File: src/hdl/dtse_pkg.sv
// Shared types and constants for the date-time string to epoch converter.
package dtse_pkg;

	localparam int CHAR_W     = 21;
	localparam int VAL_W      = 12;
	localparam int LEN_W      = 6;
	localparam int NFIELDS    = 6;
	localparam int FC_W       = 3;
	localparam int SECS_W     = 32;
	localparam int MAX_DIGITS = 32;

	// field slots in arrival order
	localparam int F_YEAR   = 0;
	localparam int F_MONTH  = 1;
	localparam int F_DAY    = 2;
	localparam int F_HOUR   = 3;
	localparam int F_MINUTE = 4;
	localparam int F_SECOND = 5;

	typedef struct packed {
		logic [CHAR_W-1:0] char_code;
		logic              last;
	} req_t;

	typedef struct packed {
		logic              valid_res;
		logic [SECS_W-1:0] seconds;
	} rsp_t;

	typedef logic [NFIELDS-1:0][VAL_W-1:0] fvals_t;

	// completed string: parsed fields plus the long-run flag
	typedef struct packed {
		logic   ovf;
		fvals_t vals;
	} fields_t;

endpackage

File: src/hdl/datetime_string_to_epoch.sv
// Top level of the date-time string to Unix seconds converter.
// A date-time string comes in one character per request, with last set on the final
// character. Runs of ASCII digits are fields (year, month, day, hour, minute, second);
// any other code separates them, runs past the sixth are ignored and a missing field is 0.
// A run longer than MAX_DIGITS digits (32 by default), or a field out of range (year
// 1970..2038, month <= 13, day <= 32, hour <= 24, minute and second <= 60), gives a
// response with valid_res low and seconds 0. Only the final character produces a
// response; the parser then clears for the next string. One character is taken every
// cycle, including the cycle after a final character, except while a final character
// waits for a free field register. A response passes from its final character through
// the input register, field register, day/second split register and result register.
// The result register decouples the two sides, so requests keep flowing while a
// response waits; the output stalls the input only once every stage holds a string end.
module datetime_string_to_epoch #(
	parameter int MAX_DIGITS = dtse_pkg::MAX_DIGITS
) (
	input  logic           clk,
	input  logic           arst_n,
	input  logic           req_valid,
	output logic           req_ready,
	input  dtse_pkg::req_t req,
	output logic           rsp_valid,
	input  logic           rsp_ready,
	output dtse_pkg::rsp_t rsp
);
	import dtse_pkg::*;

	// parsed fields of a finished string, parser -> converter
	logic    fld_valid;
	logic    fld_ready;
	fields_t fld;

	dtse_parse #(
		.MAX_DIGITS (MAX_DIGITS)
	) u_parse (
		.clk       (clk),
		.arst_n    (arst_n),
		.req_valid (req_valid),
		.req_ready (req_ready),
		.req       (req),
		.fld_valid (fld_valid),
		.fld_ready (fld_ready),
		.fld       (fld)
	);

	dtse_conv u_conv (
		.clk       (clk),
		.arst_n    (arst_n),
		.fld_valid (fld_valid),
		.fld_ready (fld_ready),
		.fld       (fld),
		.rsp_valid (rsp_valid),
		.rsp_ready (rsp_ready),
		.rsp       (rsp)
	);

endmodule

File: src/hdl/dtse_parse.sv
// Character input register and digit-run parser that collects the six date-time fields.
module dtse_parse #(
	parameter int MAX_DIGITS = dtse_pkg::MAX_DIGITS
) (
	input  logic             clk,
	input  logic             arst_n,
	input  logic             req_valid,
	output logic             req_ready,
	input  dtse_pkg::req_t   req,
	output logic             fld_valid,
	input  logic             fld_ready,
	output dtse_pkg::fields_t fld
);
	import dtse_pkg::*;

	localparam int                PROD_W    = VAL_W + 4;
	localparam logic [CHAR_W-1:0] CHAR_ZERO = CHAR_W'(48);
	localparam logic [CHAR_W-1:0] CHAR_NINE = CHAR_W'(57);
	localparam logic [VAL_W-1:0]  VALUE_MAX = '1;
	localparam logic [LEN_W-1:0]  LEN_MAX   = '1;

	logic              s1_valid_q;
	req_t              req_s1;
	logic [VAL_W-1:0]  run_val_q;
	logic [LEN_W-1:0]  run_len_q;
	logic [FC_W-1:0]   fc_q;
	fvals_t            vals_q;
	logic              ovf_q;
	logic              fld_valid_q;
	fields_t           fld_s2;

	logic              s2_free;
	logic              consume;
	logic              active;
	logic              is_dig;
	logic              close_run;
	logic              store;
	logic [PROD_W-1:0] prod;
	logic [VAL_W-1:0]  acc_val;
	logic [LEN_W-1:0]  acc_len;
	logic              ovf_nxt;
	fvals_t            vals_nxt;
	logic [FC_W-1:0]   fc_nxt;

	assign s2_free   = !fld_valid_q || fld_ready;
	// a final character needs a free slot downstream; others never stall
	assign consume   = s1_valid_q && (!req_s1.last || s2_free);
	assign req_ready = !s1_valid_q || consume;

	always_comb begin
		active = fc_q < FC_W'(NFIELDS);
		is_dig = (req_s1.char_code >= CHAR_ZERO) && (req_s1.char_code <= CHAR_NINE);
		// x*10 as shift-add, then the digit (low nibble of the code)
		prod = {1'b0, run_val_q, 3'b000} + {3'b000, run_val_q, 1'b0}
			+ PROD_W'(req_s1.char_code[3:0]);

		acc_val = run_val_q;
		acc_len = run_len_q;
		ovf_nxt = ovf_q;
		if (active && is_dig) begin
			acc_val = (prod > PROD_W'(VALUE_MAX)) ? VALUE_MAX : prod[VAL_W-1:0];
			if (run_len_q != LEN_MAX) begin
				acc_len = run_len_q + LEN_W'(1);
			end
			if (run_len_q >= LEN_W'(MAX_DIGITS)) begin
				ovf_nxt = 1'b1;
			end
		end

		close_run = (active && !is_dig) || req_s1.last;
		store     = close_run && active && (acc_len != '0);
		vals_nxt  = vals_q;
		if (store) begin
			vals_nxt[fc_q] = acc_val;
		end
		fc_nxt = fc_q + FC_W'(store);
	end

	always_ff @(posedge clk or negedge arst_n) begin
		if (!arst_n) begin
			s1_valid_q  <= 1'b0;
			fld_valid_q <= 1'b0;
			run_val_q   <= '0;
			run_len_q   <= '0;
			fc_q        <= '0;
			vals_q      <= '0;
			ovf_q       <= 1'b0;
		end else begin
			if (req_ready) begin
				s1_valid_q <= req_valid;
			end
			if (consume && req_s1.last) begin
				fld_valid_q <= 1'b1;
			end else if (fld_ready) begin
				fld_valid_q <= 1'b0;
			end
			if (consume) begin
				if (req_s1.last) begin
					run_val_q <= '0;
					run_len_q <= '0;
					fc_q      <= '0;
					vals_q    <= '0;
					ovf_q     <= 1'b0;
				end else begin
					run_val_q <= close_run ? '0 : acc_val;
					run_len_q <= close_run ? '0 : acc_len;
					fc_q      <= fc_nxt;
					vals_q    <= vals_nxt;
					ovf_q     <= ovf_nxt;
				end
			end
		end
	end

	always_ff @(posedge clk) begin
		if (req_valid && req_ready) begin
			req_s1 <= req;
		end
		if (consume && req_s1.last) begin
			fld_s2.ovf  <= ovf_nxt;
			fld_s2.vals <= vals_nxt;
		end
	end

	assign fld_valid = fld_valid_q;
	assign fld       = fld_s2;

endmodule

File: src/hdl/dtse_conv.sv
// Range check and table conversion of the parsed fields into Unix seconds, with result register.
module dtse_conv (
	input  logic              clk,
	input  logic              arst_n,
	input  logic              fld_valid,
	output logic              fld_ready,
	input  dtse_pkg::fields_t fld,
	output logic              rsp_valid,
	input  logic              rsp_ready,
	output dtse_pkg::rsp_t    rsp
);
	import dtse_pkg::*;

	localparam int DAYS_W  = 15;
	localparam int HMS_W   = 17;
	localparam int YIDX_W  = 7;
	localparam int MDAYS_W = 9;

	localparam logic [VAL_W-1:0]  YEAR_MIN    = VAL_W'(1970);
	localparam logic [VAL_W-1:0]  YEAR_MAX    = VAL_W'(2038);
	localparam logic [VAL_W-1:0]  MONTH_MAX   = VAL_W'(13);
	localparam logic [VAL_W-1:0]  DAY_MAX     = VAL_W'(32);
	localparam logic [VAL_W-1:0]  HOUR_MAX    = VAL_W'(24);
	localparam logic [VAL_W-1:0]  MINSEC_MAX  = VAL_W'(60);
	localparam logic [SECS_W-1:0] SEC_PER_DAY = SECS_W'(86400);

	// days before the first of month m; months 0 and 1 give none, 13 gives a full year
	function automatic logic [MDAYS_W-1:0] month_days(input logic [3:0] m);
		logic [MDAYS_W-1:0] d;
		unique case (m)
			4'd2:    d = MDAYS_W'(31);
			4'd3:    d = MDAYS_W'(59);
			4'd4:    d = MDAYS_W'(90);
			4'd5:    d = MDAYS_W'(120);
			4'd6:    d = MDAYS_W'(151);
			4'd7:    d = MDAYS_W'(181);
			4'd8:    d = MDAYS_W'(212);
			4'd9:    d = MDAYS_W'(243);
			4'd10:   d = MDAYS_W'(273);
			4'd11:   d = MDAYS_W'(304);
			4'd12:   d = MDAYS_W'(334);
			4'd13:   d = MDAYS_W'(365);
			default: d = '0;
		endcase
		return d;
	endfunction

	logic [VAL_W-1:0]  year, month, day, hour, minute, second;
	logic [VAL_W-1:0]  yoff;
	logic [YIDX_W-1:0] idx;
	logic [YIDX_W:0]   idx_p1;
	logic              leap;
	logic              ok;
	logic [DAYS_W-1:0] yr_days, mo_days, day_days, days;
	logic [HMS_W-1:0]  hms;

	logic              s3_valid_q;
	logic              ok_s3;
	logic [DAYS_W-1:0] days_s3;
	logic [HMS_W-1:0]  hms_s3;
	logic              rsp_valid_q;
	rsp_t              rsp_q;
	logic              out_free;
	logic              s3_free;
	logic [SECS_W-1:0] secs;

	always_comb begin
		year   = fld.vals[F_YEAR];
		month  = fld.vals[F_MONTH];
		day    = fld.vals[F_DAY];
		hour   = fld.vals[F_HOUR];
		minute = fld.vals[F_MINUTE];
		second = fld.vals[F_SECOND];

		ok = !fld.ovf && (year >= YEAR_MIN) && (year <= YEAR_MAX) && (month <= MONTH_MAX)
			&& (day <= DAY_MAX) && (hour <= HOUR_MAX) && (minute <= MINSEC_MAX)
			&& (second <= MINSEC_MAX);

		// within 1970..2038 every fourth year from 1972 is leap, 2000 included
		yoff   = year - YEAR_MIN;
		idx    = yoff[YIDX_W-1:0];
		idx_p1 = {1'b0, idx} + (YIDX_W+1)'(1);
		leap   = (idx[1:0] == 2'b10);

		yr_days  = DAYS_W'(idx) * DAYS_W'(365) + DAYS_W'(idx_p1[YIDX_W:2]);
		mo_days  = DAYS_W'(month_days(month[3:0]))
			+ DAYS_W'(leap && (month >= VAL_W'(3)));
		day_days = (day > VAL_W'(1)) ? DAYS_W'(day - VAL_W'(1)) : '0;
		days     = yr_days + mo_days + day_days;

		hms = HMS_W'(hour[4:0]) * HMS_W'(3600) + HMS_W'(minute[5:0]) * HMS_W'(60)
			+ HMS_W'(second[5:0]);
	end

	assign out_free  = !rsp_valid_q || rsp_ready;
	assign s3_free   = !s3_valid_q || out_free;
	assign fld_ready = s3_free;

	assign secs = SECS_W'(days_s3) * SEC_PER_DAY + SECS_W'(hms_s3);

	always_ff @(posedge clk or negedge arst_n) begin
		if (!arst_n) begin
			s3_valid_q  <= 1'b0;
			rsp_valid_q <= 1'b0;
		end else begin
			if (s3_free) begin
				s3_valid_q <= fld_valid;
			end
			if (out_free) begin
				rsp_valid_q <= s3_valid_q;
			end
		end
	end

	always_ff @(posedge clk) begin
		if (s3_free && fld_valid) begin
			ok_s3   <= ok;
			days_s3 <= days;
			hms_s3  <= hms;
		end
		if (out_free && s3_valid_q) begin
			rsp_q.valid_res <= ok_s3;
			rsp_q.seconds   <= ok_s3 ? secs : '0;
		end
	end

	assign rsp_valid = rsp_valid_q;
	assign rsp       = rsp_q;

endmodule

File: config.mk
export PLATFORM = sky130hd
export DESIGN_NAME = datetime_string_to_epoch
export DESIGN_NICKNAME = d
export VERILOG_FILES = /design/src/hdl/dtse_pkg.sv /design/src/hdl/datetime_string_to_epoch.sv /design/src/hdl/dtse_parse.sv /design/src/hdl/dtse_conv.sv
export SDC_FILE = /design/constraint.sdc
export NUM_CORES = 1
export LEC_CHECK = 0
export CAP_MARGIN = 10
export CELL_PAD_IN_SITES_DETAIL_PLACEMENT = 1
export CELL_PAD_IN_SITES_GLOBAL_PLACEMENT = 2
export CORE_ASPECT_RATIO = 1.75
export CORE_MARGIN = 1.5
export CORE_UTILIZATION = 44
export DETAILED_ROUTE_END_ITERATION = 12
export DONT_BUFFER_PORTS = 1
export HOLD_SLACK_MARGIN = 0.02
export PLACE_DENSITY_LB_ADDON = 0.12
export SKIP_CTS_REPAIR_TIMING = 1
export SLEW_MARGIN = 20
export SYNTH_ARGS = -nofsm -noshare
export SYNTH_HDL_FRONTEND = slang
export SYNTH_SLANG_ARGS = --single-unit
File: constraint.sdc
create_clock -name clk -period 7.2 [get_ports clk]
set_input_delay 0.72 -clock clk [delete_from_list [all_inputs] [get_ports clk]]
set_output_delay 0.72 -clock clk [all_outputs]
set_load 0.005 [all_outputs]
==> run metrics <==
Yosys Warn Count=0; via count=13630; most used flip-flop cell after synthesis=edfxtp_1; Top Usage Layer GRT=met2; DRT iter0 DRCs=535; Initial Util=44.51%; gr usage total=22.65%; sequential area share after synthesis=38.81%; Top Ports=61; Yosys reg bits=268; vias in the first global route=14840; crit path max fanout=3; Port Buffer Count=0; Final Setup Violations=0; top post-synthesis cells by area=edfxtp_1 (25%), ha_1 (15%), dfrtp_1 (13%), fa_1 (9.1%), inv_1 (4.1%); Post-Syn Nets=2199; critical path required time=7.50 ns; Longest Clk Path Bufs=3; final wirelength=49940 µm; filler cell count=4796; Die ar.=0.04504 mm²; worst clock skew=0.02056 ns; grt ovf=0; Max Cap Viol=0; Worst EP arrival=6.80 ns; routability cong.=0.8616; worst setup path category=reg -> reg; worst slew pin tran=1.028 ns; minimum clock period=6.497 ns; syn_area_per_cell=10.39 µm²; dpl hpwl=39580 µm; Critical Path Sink Type=flop; critical path buffer and inverter count=5; Die X=161.1 µm; FMAX=153.9 MHz; Synth Cell Area=0.01924 mm²; post-route ant nets=0; critical path's slowest cell=fa_1; Post-Syn Instances=1852; Max Slew Vio Count=0; Core ar.=0.04322 mm²; async set-reset flop share out of synthesis=36.57%; initial antenna violation count=1; CP delay by family, top=adder cells; first-pass detailed-route iteration total=6; CTS tree=done; met1 Use GR=20.65%; final hold violation count=0; Die Span Y=279.6 µm; Via density=5.601; grt met3 use=2.014%; most area-hungry cell type in the Yosys netlist=edfxtp_1; Synth cell types=76; Worst-path clk slew=0.06 ns; clock net sink count=268; RSZ-0062 raised after global routing=no; Register Area=0.007467 mm²; period utilisation layout=90.24%; CP max stage delay=0.53 ns; H-tree depth=1; TNS Setup=0 ns; Post-synth EDFFs=161; Final #Nets=2194; later-pin clock latency in the skew report=0.57 ns; largest net degree at the start of global routing=99; met2 Usage GRT=47.19%; wire length per cell=20.52 µm; CTS root buffer=clkbuf_16; multi-input logic area=0.01078 mm²; HP Class=in -> async; area delta synth->final=8.325%; global-route wire length before repair=79210 µm; row count=101; DRC errors left=0; status=completed; layout cells sized above 1=6.263%; ANT cells=0; share of the synthesized area in the top cell type=25.13%; Slew headroom=30.93%; Worst setup SP type=flop; CTS buffer count=27
[synth_stat cells (all sizes together) (10+ instances only)]
cell type and instances:
edfxtp 161, clkbuf 40, o22ai 10, o21a 17, nor2 92, o21ai 151, nor2b 15, a21o 20
nor3 29, a21boi 44, mux2 27, o21bai 17, a22oi 17, a21oi 56, xor2 33, nand4 14
dfrtp 98, nand2 185, o211ai 10, xnor2 77, buf 12, and2 19, inv 211, fa 87
a22o 16, ha 234, nor4 17, nand3 34
[worst register-to-register path, cell delays in order, from the launching register on]
cell and delay, ns:
edfxtp_1 0.36, nor4_1 0.31, nand2_1 0.12, a2111oi_0 0.48, nor3_1 0.09, ha_1 0.21
nand3_1 0.14, nor2_1 0.09, xor2_1 0.16, fa_1 0.48, inv_1 0.05, fa_1 0.46
fa_1 0.49, inv_1 0.05, fa_1 0.52, inv_1 0.05, fa_1 0.53, inv_1 0.04
ha_1 0.33, inv_1 0.07, o21bai_1 0.07, a21oi_1 0.24, nor2b_1 0.08, o21a_1 0.19
o21a_1 0.17, o21ai_0 0.20, a21oi_1 0.11, xor2_1 0.15
[layout make-up]
cell class                 count  area share [%]
multi-input combinational   1321           51.71
sequential                   268           35.83
inverter                     211           3.800
clock buffer                  36           3.752
tap                          566           3.398
clock inverter                14          0.7625
timing repair buffer          18          0.7445
[routing by layer]
layer / vias up / wire length [µm]
met5: - / 13
met2: 188 / 29550
li1: 6478 / -
met4: 2 / 3075
met3: 122 / 974
met1: 6843 / 16330
[cell families after synthesis]
family                     share of synthesized area (%)
adders and majority gates                          24.27
xor gates and xnor gates                           5.008
muxes                                              1.997
AOI/OAI and AO/OA                                  14.07
and+or+nand+nor                                    10.57
DFF                                                38.81
buffers and inverters                              5.268
[worst paths after layout]
path / start / endpoint / slack [ns] / cells past startpoint
setup / recovery: u_parse.fld[21] / u_conv.days_s3[13] / 0.70 / 27
hold / removal: arst_n / u_parse.run_len_q[2] / 0.05 / 1
setup reg to reg: u_parse.fld[21] / u_conv.days_s3[13] / 0.70 / 27
hold reg to reg: u_parse.fld[60] / u_conv.hms_s3[0] / 0.46 / 0
max in group asynchronous: arst_n / u_parse.vals_q[10] / 6.63 / 1
min in group clk: req[2] / u_parse.req_s1[2] / 0.25 / 0
[through the flow]
step	worst slack (ns)	util [%]	hold WS [ns]	instances	area (µm²)
floorplan	1.215	-	0.4244	1852	19240
global placement	0.8432	45.98	0.4276	2383	19870
detailed placement	0.6453	45.98	0.4276	2383	19870
CTS	0.6400	48.16	-0.1748	2433	20810
global route	0.1730	48.22	0.1142	2434	20840
finish	0.7027	48.22	0.04570	2434	20840
[cell usage in the layout, fill, tap and decap left out, types with 9 or more instances in the layout]
| master | instances |
|---|---|
| o22ai_1 | 10 |
| buf_4 | 17 |
| o21bai_1 | 16 |
| a22oi_1 | 17 |
| nor2b_1 | 14 |
| o21ai_0 | 150 |
| nor2_1 | 92 |
| nor3_1 | 29 |
| o211ai_1 | 10 |
| a21oi_1 | 54 |
| xor2_1 | 33 |
| o21a_1 | 17 |
| a31oi_1 | 9 |
| a21o_1 | 20 |
| inv_1 | 208 |
| nand2_1 | 184 |
| clkbuf_16 | 29 |
| dfxtp_1 | 9 |
| a22o_1 | 16 |
| dfrtp_1 | 98 |
| nand3_1 | 34 |
| fa_1 | 87 |
| edfxtp_1 | 161 |
| ha_1 | 234 |
| xnor2_1 | 77 |
| nand4_1 | 14 |
| mux2_2 | 27 |
| nor4_1 | 15 |
| and2_1 | 18 |
| a21boi_0 | 44 |
[registers in the layout, indices dropped and copies added (netlist names), 3 cells and up, named ones only]
name,count
u_parse.run_len_q,6
u_parse.fc_q,3
u_parse.fld,73
u_conv.rsp,33
u_conv.hms_s3,17
u_parse.run_val_q,12
u_conv.days_s3,15
u_parse.vals_q,72
u_parse.req_s1,22
Power is left out: the tool's default activity adds up to more than one toggle a clock period on the data nets, which glitch-free logic cannot reach.
